<file path="src/rtl/core/pffrs_pkg.sv">
package pffrs_pkg;

  localparam int MaxPages  = 16;
  localparam int MaxSlots  = 16;
  localparam int PageW     = 4;
  localparam int SlotW     = 4;
  localparam int CountW    = 5;
  localparam int FreeW     = 12;
  localparam int SizeW     = 13;
  localparam int KeyW      = 32;
  localparam int HeaderBytes  = 4 * 4;
  localparam int SlotOverhead = 4;
  localparam logic [FreeW-1:0] FreeLimit = 12'd4080;

  localparam logic [1:0] ModeInsert = 2'd0;
  localparam logic [1:0] ModeSearch = 2'd1;
  localparam logic [1:0] ModeStatus = 2'd2;
  // Requests with this mode are taken and ignored.
  localparam logic [1:0] ModeNone   = 2'd3;

  localparam logic [2:0] OutOk       = 3'd0;
  localparam logic [2:0] OutNoFit    = 3'd1;
  localparam logic [2:0] OutFull     = 3'd2;
  localparam logic [2:0] OutNotFound = 3'd3;
  localparam logic [2:0] OutNoPages  = 3'd4;

  localparam logic [0:0] RegPageSize = 1'd0;

  // Data that travels down the row of page cells, one cell per cycle.
  typedef struct packed {
    logic             act;
    logic [1:0]       mode;
    logic [SizeW-1:0] size;
    logic [KeyW-1:0]  key;
    logic             done;
    logic [PageW-1:0] page;
    logic [SlotW-1:0] slot;
    logic [CountW-1:0] recs;
    logic [FreeW-1:0] free;
  } token_t;

  // Summary each cell reports for status streaming.
  typedef struct packed {
    logic [CountW-1:0] recs;
    logic [FreeW-1:0]  free;
  } page_stat_t;

endpackage

</file>
<file path="src/rtl/core/pffrs_cell.sv">
module pffrs_cell (
  input  logic                          clk,
  input  logic                          rst_n,
  input  logic [pffrs_pkg::PageW-1:0]   cell_id,
  input  logic                          in_use,
  input  logic                          fresh,
  input  logic [pffrs_pkg::FreeW-1:0]   start_free,
  input  pffrs_pkg::token_t             tok_in,
  output pffrs_pkg::token_t             tok_out,
  output pffrs_pkg::page_stat_t         stat
);

  logic [pffrs_pkg::CountW-1:0] cnt_r, cnt_nxt;
  logic [pffrs_pkg::FreeW-1:0]  free_r, free_nxt;
  logic [pffrs_pkg::KeyW-1:0]   keys_r [pffrs_pkg::MaxSlots];
  pffrs_pkg::token_t            tok_r, tok_nxt;
  logic [pffrs_pkg::SizeW:0]    need;
  logic                         fits;
  logic                         hit;
  logic [pffrs_pkg::SlotW-1:0]  hit_slot;
  logic                         place;

  always_comb begin
    need = {1'b0, tok_in.size} + (pffrs_pkg::SizeW+1)'(pffrs_pkg::SlotOverhead);
    fits = (need <= {2'b0, free_r}) &&
           (cnt_r < pffrs_pkg::CountW'(pffrs_pkg::MaxSlots));
    hit = 1'b0;
    hit_slot = '0;
    for (int s = pffrs_pkg::MaxSlots - 1; s >= 0; s--) begin
      if ((pffrs_pkg::CountW'(s) < cnt_r) && keys_r[s] == tok_in.key) begin
        hit = 1'b1;
        hit_slot = pffrs_pkg::SlotW'(s);
      end
    end
    place = tok_in.act && !tok_in.done && in_use &&
            tok_in.mode == pffrs_pkg::ModeInsert && fits;
    cnt_nxt = cnt_r;
    free_nxt = free_r;
    tok_nxt = tok_in;
    if (fresh) begin
      cnt_nxt = '0;
      free_nxt = start_free;
    end else if (place) begin
      cnt_nxt = cnt_r + 1'b1;
      free_nxt = free_r - need[pffrs_pkg::FreeW-1:0];
      tok_nxt.done = 1'b1;
      tok_nxt.page = cell_id;
      tok_nxt.slot = cnt_r[pffrs_pkg::SlotW-1:0];
      tok_nxt.recs = cnt_r + 1'b1;
      tok_nxt.free = free_r - need[pffrs_pkg::FreeW-1:0];
    end else if (tok_in.act && !tok_in.done && in_use &&
                 tok_in.mode == pffrs_pkg::ModeSearch && hit) begin
      tok_nxt.done = 1'b1;
      tok_nxt.page = cell_id;
      tok_nxt.slot = hit_slot;
    end
  end

  always_ff @(posedge clk) begin
    if (!rst_n) begin
      cnt_r <= '0;
      tok_r.act <= 1'b0;
    end else begin
      cnt_r <= cnt_nxt;
      tok_r <= tok_nxt;
    end
    free_r <= free_nxt;
    if (place) keys_r[cnt_r[pffrs_pkg::SlotW-1:0]] <= tok_in.key;
  end

  assign tok_out = tok_r;
  assign stat = '{recs: cnt_r, free: free_r};

endmodule

</file>
<file path="config.mk">
export PLATFORM = sky130hd
export DESIGN_NAME = pffrs_cell
export DESIGN_NICKNAME = d
export VERILOG_FILES = /design/src/rtl/core/pffrs_pkg.sv /design/src/rtl/core/pffrs_cell.sv
export SDC_FILE = /design/constraint.sdc
export NUM_CORES = 1
export LEC_CHECK = 0
export ABC_AREA = 0
export CAP_MARGIN = 15
export CORE_MARGIN = 2
export CORE_UTILIZATION = 30
export DETAILED_ROUTE_END_ITERATION = 10
export DONT_BUFFER_PORTS = 1
export HOLD_SLACK_MARGIN = 0.12
export PLACE_DENSITY = 0.46
export SLEW_MARGIN = 20
export SYNTH_ARGS = -nofsm -noshare
export SYNTH_HDL_FRONTEND = slang
export SYNTH_SLANG_ARGS = --single-unit
</file>
<file path="constraint.sdc">
create_clock -name clk -period 5.58 [get_ports clk]
set_clock_uncertainty 0.05 [all_clocks]
set_input_delay 0.558 -clock clk [delete_from_list [all_inputs] [get_ports clk]]
set_output_delay 0.558 -clock clk [all_outputs]
set_load 0.03 [all_outputs]
</file>
* Word level (Yosys, flattened, before mapping) *
Memories as Yosys holds them, arrays and structs flattened.
Index checks and enable logic that the tools add are counted.

storage, ports and cells
  bits in registers = 91
  memory bits (writable) = 512
  input port bits = 94
  memories = 1
  word-level logic and storage cells = 118

cells by class
  eq/ne operators = 17
  mux-type cells = 40
  $lt $le $gt $ge = 18
  add/sub/neg operators = 3
  bitwise operators = 1
  reduce and logical (&&, ||, !) cells = 27

memory list
  memory  depth  bits a word  rd ports  clocked after memory_dff  write ports  RTL line          source
  keys_r  16     32           16        0                         1            pffrs_cell.sv:15  logic [pffrs_pkg::KeyW-1:0] keys_r [pffrs_pkg::MaxSlots];

operators with widths
  kind                                                number
  == test 32 bit                                      16
  two-way mux 4 bit                                   16
  < comparator 4 x 5 -> 1 bit (first input constant)  8
  two-way mux 26 bit                                  1
  two-way mux 12 bit                                  2
  logical AND 1 bit                                   23
  < comparator 3 x 5 -> 1 bit (first input constant)  4
  two-way mux 1 bit                                   18
  two-way mux 9 bit                                   2
  two-way mux 17 bit                                  1
  adder 13 x 3 -> 14 bit (second input constant)      1
  <= comparator 14 x 12 -> 1 bit                      1
  subtractor 12 bit                                   1
  < comparator 1 x 5 -> 1 bit (first input constant)  2
  < comparator 2 x 5 -> 1 bit (first input constant)  2
  adder 5 x 1 -> 5 bit (second input constant)        1
  < comparator 5 bit (second input constant)          1
  == test 2 x 1 -> 1 bit (second input constant)      1
  logical NOT 2 bit                                   1
  nonzero test 2 bit                                  1
  OR reduction 2 bit                                  1
  logical NOT 1 bit                                   1
  NOT 1 bit                                           1

* Depth between registers and ports, before layout *
  word-level depth = 22
  depth in mapped cells = 16

* Least setup slack after synthesis *
Ideal clock, no wire load.

  path kind = input to register
  start = input port tok_in[60] (netlist bit)
  end = memory keys_r[3][0] (netlist bit), enable pin
  buffers on the path = 1
  arrival time = 4.657 ns
  path slack = 0.412 ns
  cell stages on the path = 13
  data required time = 5.069 ns
  cell sequence = ha_1 > nand2_1 > nor2_1 > and3_1 > xor2_1 > ha_1 > o21ai_0 > a21oi_1 > o21ai_0 > and2_1 > clkbuf_1 > nand2_1 > nor3_1

between the ends
  cells in the longest elaborated chain, start to end = 6

RTL lines
  what                                     RTL line          source
  from (decl)                              pffrs_cell.sv:8   input pffrs_pkg::token_t tok_in,
  adder 13 x 3 -> 14 bit                   pffrs_cell.sv:24  need = {1'b0, tok_in.size} + (pffrs_pkg::SizeW+1)'(pffrs_pkg::SlotOverhead);
  <= comparator 14 x 12 -> 1 bit           pffrs_cell.sv:25  fits = (need <= {2'b0, free_r}) &&
  logical AND 1 bit                        pffrs_cell.sv:25
  logical AND 1 bit                        pffrs_cell.sv:36  tok_in.mode == pffrs_pkg::ModeInsert && fits;
  two-way mux 1 bit                        pffrs_cell.sv:68  if (place) keys_r[cnt_r[pffrs_pkg::SlotW-1:0]] <= tok_in.key;
  two-way mux 1 bit (not written as such)  pffrs_cell.sv:68
  to (decl)                                pffrs_cell.sv:15

Every way passes these cells.

==> impl_metrics.json <==
{
  "antenna_found_initial": 18,
  "synth_cell_types": 59,
  "top_usage_layer": "met2",
  "chipHeight_um": 299.2,
  "place_inst": 2819,
  "ctsRootBufferMaster": "clkbuf_16",
  "worstSetupPathType": "reg2reg",
  "vias_per_cell": 5.085,
  "nets": 1955,
  "synth-main-ff-cell": "edfxtp_1",
  "area_delta_synth_final_pct": 18.53,
  "drtIter0Drc": 1458,
  "cts_tree": "done",
  "relSlewSlack": 0.3149,
  "numCtsBuffers": 75,
  "power.density_nw_per_um2": 340.7,
  "ios": 185,
  "drtAntennaViolNets": 0,
  "netlist_instances": 1726,
  "yosys-top-cells-area": "edfxtp_1 69%, xnor2_1 12%, xor2_1 5.4%",
  "grt_max_degree": 75,
  "cts_resized": 0,
  "grtUsageTotal": 0.2133,
  "tightest_slew_ns": 1.025,
  "hold_violations": 0,
  "die_area_um2": 89520,
  "die_width_um": 299.2,
  "fin_ws_ns": 1.075,
  "syn_nets": 1849,
  "vias": 15470,
  "worstPathMaxFanout": 14,
  "synth-seq-cells": 603,
  "dr.pass1.iters": 5,
  "final_common_cell": "edfxtp_1",
  "syn_area_um2": 26140,
  "grt_pass1_wl_um": 129800,
  "drt_wl_total_um": 95970,
  "clk_pin_slew_ns": 0.06,
  "cts_sinks": 603,
  "grt_pass1_vias": 15240,
  "grt.met3_usage": 0.03523,
  "clock.fmax_ghz": 0.2220,
  "period_share": 0.8073,
  "grt_util_met2": 0.3449,
  "maxSlewViolCount": 0,
  "synth_edf_count": 597,
  "final.min_clock_period_ns": 4.505,
  "synth_async_sr_flop_share": 0,
  "most-common-layout-cells": "597 x edfxtp_1, 364 x xnor2_1, 161 x xor2_1, 94 x nand4_1, 77 x clkbuf_16",
  "core-area_um2": 86620,
  "setup_viol": 0,
  "hpwl_um": 37880,
  "rsz0062_at_grt": "no",
  "crit_arrival_ns": 4.81,
  "p_leak_uw": 0.009875,
  "avgSynthCellArea_um2": 15.15,
  "fin_cells": 3043,
  "synth.top_cell.area_share": 0.6857,
  "fin_util": 0.3577,
  "num_rows": 108,
  "ys_warn_count": 0,
  "pre_cts_slack_ns": 1.297,
  "end_kind": "flop",
  "synth_largest_area_cell": "edfxtp_1",
  "start_util": 0.3018,
  "worstPathRequired_ns": 5.88,
  "globalRouteMet1Util": 0.3002,
  "worstHoldPathType": "in2reg",
  "status": "finished, final reports clean",
  "htree_levels": 3,
  "drt-wirelength-per-cell_um": 31.54,
  "overflow": 0,
  "routabilityCongestion": 0.7950,
  "post-route-drc-count": 0,
  "tns_ns": 0,
  "cp-start-kind": "flop",
  "fillers": 8191,
  "yosysSeqAreaShare": 0.6903,
  "drv_cap": 0,
  "clock_latency_ns": 0.62,
  "drive_gt1_frac": 0.09920,
  "cts_buffer_depth": 3,
  "port_buffers": 0,
  "peakVddDrop_mv": 0.2092
}
-- metal layers --
metal | up-vias | share of wire
met5 | - | 0
met4 | 0 | 0.021
met3 | 116 | 0.065
met2 | 680 | 0.47
met1 | 8192 | 0.44
li1 | 6485 | -
-- logic make-up (layout without fill, tap and decap cells) --
logic type               Yosys count  after routing  share of synthesized area
XOR/XNOR                         525            525                     0.1759
other                              0              3                          0
adder cells (fa/ha/maj)           29             29                    0.01417
AO/OA/AOI/OAI                     89             89                    0.02130
multiplexers                       5              5                   0.002680
buffers and inverters            118            277                    0.02154
flip-flops                       603            603                     0.6903
AND/OR/NAND/NOR                  357            357                    0.07409
-- state kept, by name, summed over array words and instances, names as in the netlist --
name and flops:
cnt_r 5, tok_out 74, keys_r 512, free_r 12
-- worst max-delay path, stage by stage (launching register included) --
cell and delay, ns:
dfxtp_1 0.98, a21oi_1 0.36, nor4_1 0.45, nand4_1 0.51
nand2_1 0.35, nor3_1 0.14, a211oi_4 0.40, nor2_4 0.10
mux2_4 0.31, dlygate4sd3_1 0.56
-- synthesized netlist by cell type, types with 5 or more instances --
cell	number
nand3_1	25
and2_1	5
xnor2_1	364
o21ai_0	37
xor2_1	161
dfxtp_1	6
buf_2	54
buf_6	5
nand2b_1	13
edfxtp_1	597
ha_1	28
nand2_1	68
clkbuf_1	16
nand4_1	94
inv_1	39
a21oi_1	16
nor2_1	44
and4_1	5
nor4_1	43
nor3_1	34
-- per-stage QoR --
step                instance area [µm²]  hold WS, ns  total power [µW]
detailed placement                27370       0.6070              5656
global route                      30980       0.1457             10900
floorplan                         26140       0.6069              5659
CTS                               30980       0.1201             10680
global placement                  27370       0.6070              5652
finish                            30990       0.1523             10560
-- layout make-up --
class / instances / area, µm² / area share
multi-input cells: 1005 / 7605 / 0.2454
clock buffers: 92 / 1983 / 0.06400
clock inverters: 38 / 375.4 / 0.01211
inverters: 39 / 146.4 / 0.004724
repair buffers: 108 / 1376 / 0.04442
flip-flops and latches: 603 / 18050 / 0.5824
well taps: 1155 / 1445 / 0.04664
diodes: 3 / 7.507 / 0.0002423
-- power breakdown --
part / internal [µW] / total (µW) / switching, µW
Combinational: 270 / 635 / 365
Clock: 2810 / 4740 / 1930
Sequential: 5050 / 5190 / 139
-- final timing paths --
path                 start          end  slack, ns  depth (start not counted)
setup reg to reg  cnt_r[4]  tok_out[24]       1.08                          9
hold reg to reg   cnt_r[0]     cnt_r[0]       0.74                          3
setup / recovery  cnt_r[4]  tok_out[24]       1.08                          9
hold / removal       fresh    free_r[9]       0.15                          1
-- repair_timing --
item	4_1_cts	5_1_grt
setup buffers	0	0
endpoints found under the hold margin	669	0
endpoints found under the setup margin	0	0
hold buffers	91	0
(Power assumes the default switching activity.)
