--- config.mk ---
export PLATFORM = sky130hd
export DESIGN_NAME = pffrs_ctrl
export DESIGN_NICKNAME = d
export VERILOG_FILES = /design/src/rtl/core/pffrs_pkg.sv /design/src/rtl/core/pffrs_ctrl.sv
export SDC_FILE = /design/constraint.sdc
export NUM_CORES = 1
export LEC_CHECK = 0
export ABC_AREA = 1
export BUFFER_PORTS_ARGS = -buffer_cell sky130_fd_sc_hd__buf_2
export CAP_MARGIN = 10
export CORE_AREA = 3 3 216 218
export CTS_BUF_LIST = sky130_fd_sc_hd__clkbuf_16
export DETAILED_ROUTE_END_ITERATION = 8
export DIE_AREA = 0 0 219 221
export PLACE_DENSITY = 0.35
export SETUP_SLACK_MARGIN = 0.3
export SYNTH_ARGS = -nofsm -noshare
export SYNTH_HDL_FRONTEND = slang
export SYNTH_SLANG_ARGS = --single-unit
--- constraint.sdc ---
create_clock -name clk -period 5.3 [get_ports clk]
set_input_delay 0.795 -clock clk [delete_from_list [all_inputs] [get_ports clk]]
set_output_delay 0.795 -clock clk [all_outputs]
set_load 0.03 [all_outputs]
--- src/rtl/core/pffrs_pkg.sv ---
package pffrs_pkg;

  localparam int MaxPages  = 16;
  localparam int MaxSlots  = 16;
  localparam int PageW     = 4;
  localparam int SlotW     = 4;
  localparam int CountW    = 5;
  localparam int FreeW     = 12;
  localparam int SizeW     = 13;
  localparam int KeyW      = 32;
  localparam int HeaderBytes  = 4 * 4;
  localparam int SlotOverhead = 4;
  localparam logic [FreeW-1:0] FreeLimit = 12'd4080;

  localparam logic [1:0] ModeInsert = 2'd0;
  localparam logic [1:0] ModeSearch = 2'd1;
  localparam logic [1:0] ModeStatus = 2'd2;
  // Requests with this mode are taken and ignored.
  localparam logic [1:0] ModeNone   = 2'd3;

  localparam logic [2:0] OutOk       = 3'd0;
  localparam logic [2:0] OutNoFit    = 3'd1;
  localparam logic [2:0] OutFull     = 3'd2;
  localparam logic [2:0] OutNotFound = 3'd3;
  localparam logic [2:0] OutNoPages  = 3'd4;

  localparam logic [0:0] RegPageSize = 1'd0;

  // Data that travels down the row of page cells, one cell per cycle.
  typedef struct packed {
    logic             act;
    logic [1:0]       mode;
    logic [SizeW-1:0] size;
    logic [KeyW-1:0]  key;
    logic             done;
    logic [PageW-1:0] page;
    logic [SlotW-1:0] slot;
    logic [CountW-1:0] recs;
    logic [FreeW-1:0] free;
  } token_t;

  // Summary each cell reports for status streaming.
  typedef struct packed {
    logic [CountW-1:0] recs;
    logic [FreeW-1:0]  free;
  } page_stat_t;

endpackage

--- src/rtl/core/pffrs_ctrl.sv ---
module pffrs_ctrl (
  input  logic                                clk,
  input  logic                                rst_n,
  input  logic                                in_tvalid,
  output logic                                in_tready,
  input  logic [1:0]                          mode,
  input  logic [pffrs_pkg::SizeW-1:0]         size,
  input  logic [pffrs_pkg::KeyW-1:0]          key,
  input  logic [pffrs_pkg::SizeW-1:0]         page_size,
  output pffrs_pkg::token_t                   tok_head,
  input  pffrs_pkg::token_t                   tok_tail,
  output logic [pffrs_pkg::MaxPages-1:0]      in_use,
  output logic [pffrs_pkg::MaxPages-1:0]      fresh,
  output logic [pffrs_pkg::FreeW-1:0]         start_free,
  input  pffrs_pkg::page_stat_t               stats [pffrs_pkg::MaxPages],
  output logic                                out_tvalid,
  input  logic                                out_tready,
  output logic [2:0]                          o_outcome,
  output logic [pffrs_pkg::PageW-1:0]         o_page,
  output logic [pffrs_pkg::SlotW-1:0]         o_slot,
  output logic [pffrs_pkg::CountW-1:0]        o_total,
  output logic [pffrs_pkg::CountW-1:0]        o_recs,
  output logic [pffrs_pkg::FreeW-1:0]         o_free,
  output logic                                o_last
);

  typedef enum logic [2:0] {S_IDLE, S_PRE, S_RUN, S_WAIT, S_RETRY, S_STAT, S_OUT} state_t;

  state_t state_r;
  logic [pffrs_pkg::CountW-1:0] used_r;
  logic [1:0]                   mode_r;
  logic [pffrs_pkg::SizeW-1:0]  size_r;
  logic [pffrs_pkg::KeyW-1:0]   key_r;
  logic                         retry_r;
  logic [pffrs_pkg::CountW-1:0] wait_r;
  logic [pffrs_pkg::CountW-1:0] sp_r;
  logic                         ov_r;
  logic [2:0]                   oc_r;
  logic [pffrs_pkg::PageW-1:0]  pg_r;
  logic [pffrs_pkg::SlotW-1:0]  sl_r;
  logic [pffrs_pkg::CountW-1:0] rc_r;
  logic [pffrs_pkg::FreeW-1:0]  fr_r;
  logic                         ls_r;
  logic                         launch;
  logic                         grow;
  logic [pffrs_pkg::SizeW-1:0]  sf_wide;

  assign sf_wide = (page_size > pffrs_pkg::SizeW'(pffrs_pkg::HeaderBytes)) ?
                   page_size - pffrs_pkg::SizeW'(pffrs_pkg::HeaderBytes) : '0;
  assign start_free = (sf_wide > {1'b0, pffrs_pkg::FreeLimit}) ? pffrs_pkg::FreeLimit
                                                               : sf_wide[pffrs_pkg::FreeW-1:0];
  assign in_tready = (state_r == S_IDLE);
  assign launch = (state_r == S_PRE) || (state_r == S_RETRY);
  assign grow = (state_r == S_IDLE && in_tvalid && mode == pffrs_pkg::ModeInsert &&
                 used_r == '0) ||
                (state_r == S_WAIT && wait_r == '0 && !tok_tail.done &&
                 mode_r == pffrs_pkg::ModeInsert && !retry_r &&
                 used_r != pffrs_pkg::CountW'(pffrs_pkg::MaxPages));

  always_comb begin
    for (int i = 0; i < pffrs_pkg::MaxPages; i++) begin
      in_use[i] = pffrs_pkg::CountW'(i) < used_r;
      fresh[i] = grow && (pffrs_pkg::CountW'(i) == used_r);
    end
    tok_head = '0;
    tok_head.act = launch;
    tok_head.mode = mode_r;
    tok_head.size = size_r;
    tok_head.key = key_r;
  end

  always_ff @(posedge clk) begin
    if (!rst_n) begin
      state_r <= S_IDLE;
      used_r <= '0;
      out_tvalid <= 1'b0;
    end else begin
      case (state_r)
        S_IDLE: if (in_tvalid) begin
          mode_r <= mode;
          size_r <= size;
          key_r <= key;
          retry_r <= 1'b0;
          if (mode == pffrs_pkg::ModeStatus) begin
            sp_r <= '0;
            state_r <= S_STAT;
          end else if (mode == pffrs_pkg::ModeInsert || mode == pffrs_pkg::ModeSearch) begin
            if (grow) used_r <= used_r + 1'b1;
            state_r <= S_PRE;
          end
        end
        S_PRE, S_RETRY: begin
          wait_r <= pffrs_pkg::CountW'(pffrs_pkg::MaxPages - 1);
          state_r <= S_WAIT;
        end
        S_WAIT: begin
          if (wait_r != '0) begin
            wait_r <= wait_r - 1'b1;
          end else begin
            state_r <= S_OUT;
            out_tvalid <= 1'b1;
            ls_r <= 1'b1;
            pg_r <= tok_tail.page;
            sl_r <= tok_tail.slot;
            rc_r <= tok_tail.recs;
            fr_r <= tok_tail.free;
            oc_r <= pffrs_pkg::OutOk;
            if (!tok_tail.done) begin
              pg_r <= '0; sl_r <= '0; rc_r <= '0; fr_r <= '0;
              if (mode_r == pffrs_pkg::ModeSearch) oc_r <= pffrs_pkg::OutNotFound;
              else if (retry_r) oc_r <= pffrs_pkg::OutNoFit;
              else if (!grow) oc_r <= pffrs_pkg::OutFull;
              else begin
                used_r <= used_r + 1'b1;
                retry_r <= 1'b1;
                out_tvalid <= 1'b0;
                state_r <= S_RETRY;
              end
            end
          end
        end
        S_STAT: begin
          out_tvalid <= 1'b1;
          state_r <= S_OUT;
          sl_r <= '0;
          if (used_r == '0) begin
            oc_r <= pffrs_pkg::OutNoPages;
            pg_r <= '0; rc_r <= '0; fr_r <= '0; ls_r <= 1'b1;
          end else begin
            oc_r <= pffrs_pkg::OutOk;
            pg_r <= sp_r[pffrs_pkg::PageW-1:0];
            rc_r <= stats[sp_r[pffrs_pkg::PageW-1:0]].recs;
            fr_r <= stats[sp_r[pffrs_pkg::PageW-1:0]].free;
            ls_r <= (sp_r + 1'b1 == used_r);
          end
          ov_r <= (used_r != '0) && (sp_r + 1'b1 != used_r);
          sp_r <= sp_r + 1'b1;
        end
        S_OUT: if (out_tready) begin
          out_tvalid <= 1'b0;
          state_r <= (mode_r == pffrs_pkg::ModeStatus && ov_r) ? S_STAT : S_IDLE;
          ov_r <= 1'b0;
        end
        default: state_r <= S_IDLE;
      endcase
      if (state_r == S_IDLE) ov_r <= 1'b0;
    end
  end

  assign o_outcome = oc_r;
  assign o_page = pg_r;
  assign o_slot = sl_r;
  assign o_total = used_r;
  assign o_recs = rc_r;
  assign o_free = fr_r;
  assign o_last = ls_r;

endmodule

# ---- Yosys cells after proc, flatten, opt, wreduce, memory -nomap -nowiden
# Cells that the tools add are included.
dict set report totals {
  regBits 97
  in_bits 410
  out_inout_bits 154
  word_cells 203
}
dict set report op_classes {
  n_addsub 4
  order_cmp 19
  eq_ne 39
  mux 70
  n_bitwise 1
  reduce_logical 54
}
# op count
set ops {}
lappend ops {{$mux 5} 14}
lappend ops {{$bmux 17 s4} 1}
lappend ops {{$mux 12} 4}
lappend ops {{$eq 4x5->1 const A} 8}
lappend ops {{$lt 4x5->1 const A} 8}
lappend ops {{$pmux 5 s2} 4}
lappend ops {{$mux 17} 2}
lappend ops {{$logic_and 1x1->1} 26}
lappend ops {{$mux 3} 8}
lappend ops {{$pmux 12 s2} 1}
lappend ops {{$eq 3x5->1 const A} 4}
lappend ops {{$lt 3x5->1 const A} 4}
lappend ops {{$mux 4} 5}
lappend ops {{$mux 2} 8}
lappend ops {{$pmux 4 s2} 2}
lappend ops {{$pmux 3 s5} 1}
lappend ops {{$reduce_and 3->1} 5}
lappend ops {{$mux 1} 14}
lappend ops {{$ne 2x2->1 const B} 7}
lappend ops {{$gt 13x12->1 const B} 1}
lappend ops {{$gt 13x5->1 const B} 1}
lappend ops {{$mux 13} 1}
lappend ops {{$sub 13x5->13 const B} 1}
lappend ops {{$add 5x1->5 const B} 2}
lappend ops {{other kinds (33)} 55}

# ---- Longest topological paths before layout
dict set report depth {
  ltp_word 13
  depth_mapped 14
  depth_no_buf 13
}

# ---- Least setup slack after synthesis
# OpenSTA, ideal clock, no wires.
dict set report synth_path {
  path_type {input port to flip-flop}
  from {in rst_n}
  to {reg key_r[0] (netlist bit), enable pin}
  setup_ns 0.509
  arrival_ns 4.268
  required_ns 4.791
  path_slack_ns 0.523
  stages 2
  n_path_buf 0
  path_cell_list {clkinv_1 -> nor3_1}
}
dict set report synth_via {
  elab_chain_cells 1
}
# element line
set synth_lines {}
lappend synth_lines {{start: declaration} pffrs_ctrl.sv:3} ;# input logic rst_n,
lappend synth_lines {{$reduce_and 3->1 (no source line)} n/a}
lappend synth_lines {{end signal: assignment} pffrs_ctrl.sv:82} ;# key_r <= key;
lappend synth_lines {{end: declaration} pffrs_ctrl.sv:33} ;# logic [pffrs_pkg::KeyW-1:0] key_r;
# Every way passes these cells.
# A chain may end at the register's enable or synchronous reset.

# ---- Worst setup path in the final report
dict set report layout_path {
  from {reg used_r (netlist bit o_total[0])}
  to {out fresh[5] (netlist bit)}
}
dict set report layout_via {
  elab_chain_cells 4
  word_cells_on_any_way 7
  classes_between {eq/ne: 2; reduce/logical: 5}
}
# element line
set layout_lines {}
lappend layout_lines {{start: declaration} pffrs_ctrl.sv:30} ;# logic [pffrs_pkg::CountW-1:0] used_r;
lappend layout_lines {{start signal: assignment} pffrs_ctrl.sv:88} ;# if (grow) used_r <= used_r + 1'b1;
lappend layout_lines {{start signal: assignment} pffrs_ctrl.sv:114} ;# used_r <= used_r + 1'b1;
lappend layout_lines {{$ne 5x5->1 or $logic_not 5->1 (tied branches)} {pffrs_ctrl.sv:58, pffrs_ctrl.sv:55}}
lappend layout_lines {{$logic_and 1x1->1, on equally long branches} {pffrs_ctrl.sv:57, pffrs_ctrl.sv:54}}
lappend layout_lines {{$logic_or 1x1->1} pffrs_ctrl.sv:55} ;# used_r == '0) ||
lappend layout_lines {{$logic_and 1x1->1 (*)} pffrs_ctrl.sv:63} ;# fresh[i] = grow && (pffrs_pkg::CountW'(i) == used_r);
lappend layout_lines {{end: declaration} pffrs_ctrl.sv:13} ;# output logic [pffrs_pkg::MaxPages-1:0] fresh,
# Mark *: on every way between the ends. The rest lies on a longest branch, timed or not.

==> run metrics <==
first-pass GRT wire length=between 50000 and 60000 um; worst endpoint required time=4.51 ns; Slew HR=33.5%; total wire length=37200 um; worst-path cell chain=inv_1 -> ha_1 -> inv_1 -> nor2_1 -> nand2_1 -> nor2_1 -> nand2_1 -> nand2_1 -> nand2_2 -> nor4_2 -> buf_2; Max-Cap Viols=0; Routed WL per cell=18.0 um; VDD IR-drop max=about 130 uV; Register-to-Register Setup Slack=between 2 and 2.5 ns; sequential cell area fraction in the yosys report=39.5%; clock group share of total power=28.6%; Sw Share=36.4%; worst hold slack=a little under 0.5 ns; Port Buffers=489; GP Congestion=0.799; Comb pwr share=31.4%; Design Area, Final=10300 um^2; final hold vios=0; initial antenna violation count=6; fin cells=2064; Max Fanout on Critical Path=11; placed inst area=10000 um^2; # H-tree levels=3; die height=roughly 220 um; slowest CP cell=dfxtp_1; Num CTS Buffers=9; cell taking the most area after synthesis=edfxtp_1; Clock Tree Buf Depth=2; Placed Cells=2047; layout cell share with drive strength beyond 1=36.6%; Initial Util=between 10% and 20%; Post-DRT Antenna Nets=0; num ports=~560; Mapped Area=7140 um^2; fillers=roughly 5200; top cells by area, synth=edfxtp_1, nand2_1, nor2_1; post-DP HPWL=approximately 29000 um; WP data arrival=2.89 ns; post-CTS setup buffer count=0; Hold Crit Depth=2; cell chosen for the clock root=clkbuf_16; Synth top area share=37.0%; CTS tree=done; Buf+Inv Stages, Crit Path=3; CTS hold repair buffers=0; Gate Count Post-Synth=1013; max incr delay on CP=0.41 ns; sequential cell fraction of total power=40.0%; drt via density=roughly 4.2; routed vias=8733; nets=between 1500 and 2000; Pwr Total=0.00232 W; hold path endpoint=out_tvalid; setup_tns=0 ns; Placeable Area=45100 um^2; Worst setup SP type=flip-flop; WS Path Type=flip-flop to output pin; synth unique cells=43; Syn Area/Cell=approximately 7 um^2; number of DRC markers in iteration 0=437; Pins Over Slew Limit=0; DRC violations left=0; status=completed; # clock sinks=97; setup violators final=0; row cnt=78; Clock Latency Late Sink=0.36 ns; Worst R2R Start=o_total[0]; crit path capture type=output pin; unrepaired setup endpoints after global routing=false; Final Cycle Share=69.5%; Pleak=4.95 nW; Die X=219 um; worst-case clock skew=between 0.008 and 0.009 ns; Internal=about 0.0015 W; post-layout min period=3.68 ns; ys flop type=edfxtp_1; GRT Total Usage=14.5%; pin count of the biggest net entering global routing=approximately 140; R2R cell count=9; max frequency=roughly 270 MHz; vias in the first global route=8710; EDFF count, synth=88; flops & latches, synth=97; end of the worst register-to-register path=o_free[11]; cell mode on critical path=nand2_1; HP Start=out_tvalid; clock transition at the registers of the reported paths=0.08 ns; TritonRoute pass-1 iters=5; Async SR Flop Fraction=0%; worst hold path class=flip-flop to flip-flop; Synth-to-Final Area Change=44.7%; Switch Pwr=0.000842 W; crit-path leading delay family=simple AND/OR/NAND/NOR gates; Die Area=48400 um^2; CTS resizes=0; Least-Margin Pin Slew=0.995 ns; Pwr Density=224 nW/um^2; Ys Warns=0; grt ovf=0
[worst max path at each step]
stage          cells after the start            end  slack (ns)          from
2_1_floorplan                      2       key_r[0]        0.52         rst_n
3_3_place_gp                       9  start_free[1]        1.91  page_size[4]
3_5_place_dp                       9  start_free[1]        1.94  page_size[4]
4_1_cts                           11      fresh[13]        1.57    o_total[0]
5_1_grt                           11      fresh[13]        1.28    o_total[0]
6_report                          11       fresh[5]        1.62    o_total[0]
[flip-flops by register name, summed over array words and instances (netlist names)]
signal / flops
o_last: 1
size_r: 13
out_tvalid: 1
o_outcome: 3
o_free: 12
state_r: 3
retry_r: 1
o_recs: 5
o_total: 5
ov_r: 1
sp_r: 5
mode_r: 2
key_r: 32
o_page: 4
wait_r: 5
o_slot: 4
[layer usage]
layer	up-vias	share of wire, %	GRT usage, %
met2	317	51	26.3
met1	4110	42	17.8
met4	6	1.2	2.76
met3	28	6.4	2.93
met5	-	0.10	0
li1	4272	-	-
[synth_stat cells (all sizes together), types with 6 or more instances]
cell type,instances
a21oi,17
o22ai,56
nand3,64
buf,56
o21ai,138
nand4,7
nor3,16
ha,8
nor2,202
nand2,218
o221ai,6
dfxtp,9
clkbuf,33
o211ai,6
xnor2,6
edfxtp,88
inv,62
[power by group through the flow]
stage	clock [W]	combinational, W	sequential [W]
after global placement	0	0.000740	0.000944
after detailed placement	0	0.000739	0.000945
after floorplan	0	0.000366	0.00103
after global routing	0.000718	0.000805	0.000933
final	0.000661	0.000727	0.000927
after CTS	0.000697	0.000741	0.000928
[cell type report]
cell class,count,area (um^2),share of cell area [%]
diodes,1,2.50,0.0242
clock buffers,9,225,2.18
clock inverters,7,61.3,0.594
inverters,67,256,2.48
multi-input cells,785,3680,35.6
flip-flops and latches,97,2820,27.3
well taps,600,751,7.27
repair buffers,498,2530,24.5
[stage by stage]
| step | utilization, % | setup slack [ns] |
|---|---|---|
| floorplan | - | 0.523 |
| global placement | 22.3 | 1.91 |
| detailed placement | 22.3 | 1.94 |
| CTS | 22.9 | 1.57 |
| global route | 22.9 | 1.28 |
| finish | 22.9 | 1.62 |
[worst min-delay path: stages (launching register included)]
cell and delay, ns:
dfxtp_1 0.31, o21ai_0 0.07, a21oi_1 0.06
[logic make-up after synthesis]
logic type | Yosys count | share of synthesized area [%]
AOI/OAI and AO/OA | 229 | 17.8
buffers and inverters | 156 | 10.4
DFF | 97 | 39.5
adders and majority gates | 8 | 1.40
xor gates and xnor gates | 8 | 0.982
and+or+nand+nor | 514 | 29.8
other | 1 | 0.0525
[placed cells by master (no fill, tap or decap), types with 3 or more instances in the layout]
master / instances
a21oi_1: 17
buf_2: 489
buf_4: 8
clkbuf_16: 9
clkinv_1: 6
conb_1: 26
dfxtp_1: 9
edfxtp_1: 88
ha_1: 8
inv_1: 56
inv_2: 4
nand2_1: 217
nand3_1: 61
nand4_1: 6
nor2_1: 199
nor3_1: 13
o211ai_1: 6
o21ai_0: 135
o21ai_1: 3
o221ai_1: 6
o22ai_1: 56
or2_2: 4
xnor2_1: 6
Power figures use the tool's default switching activity.
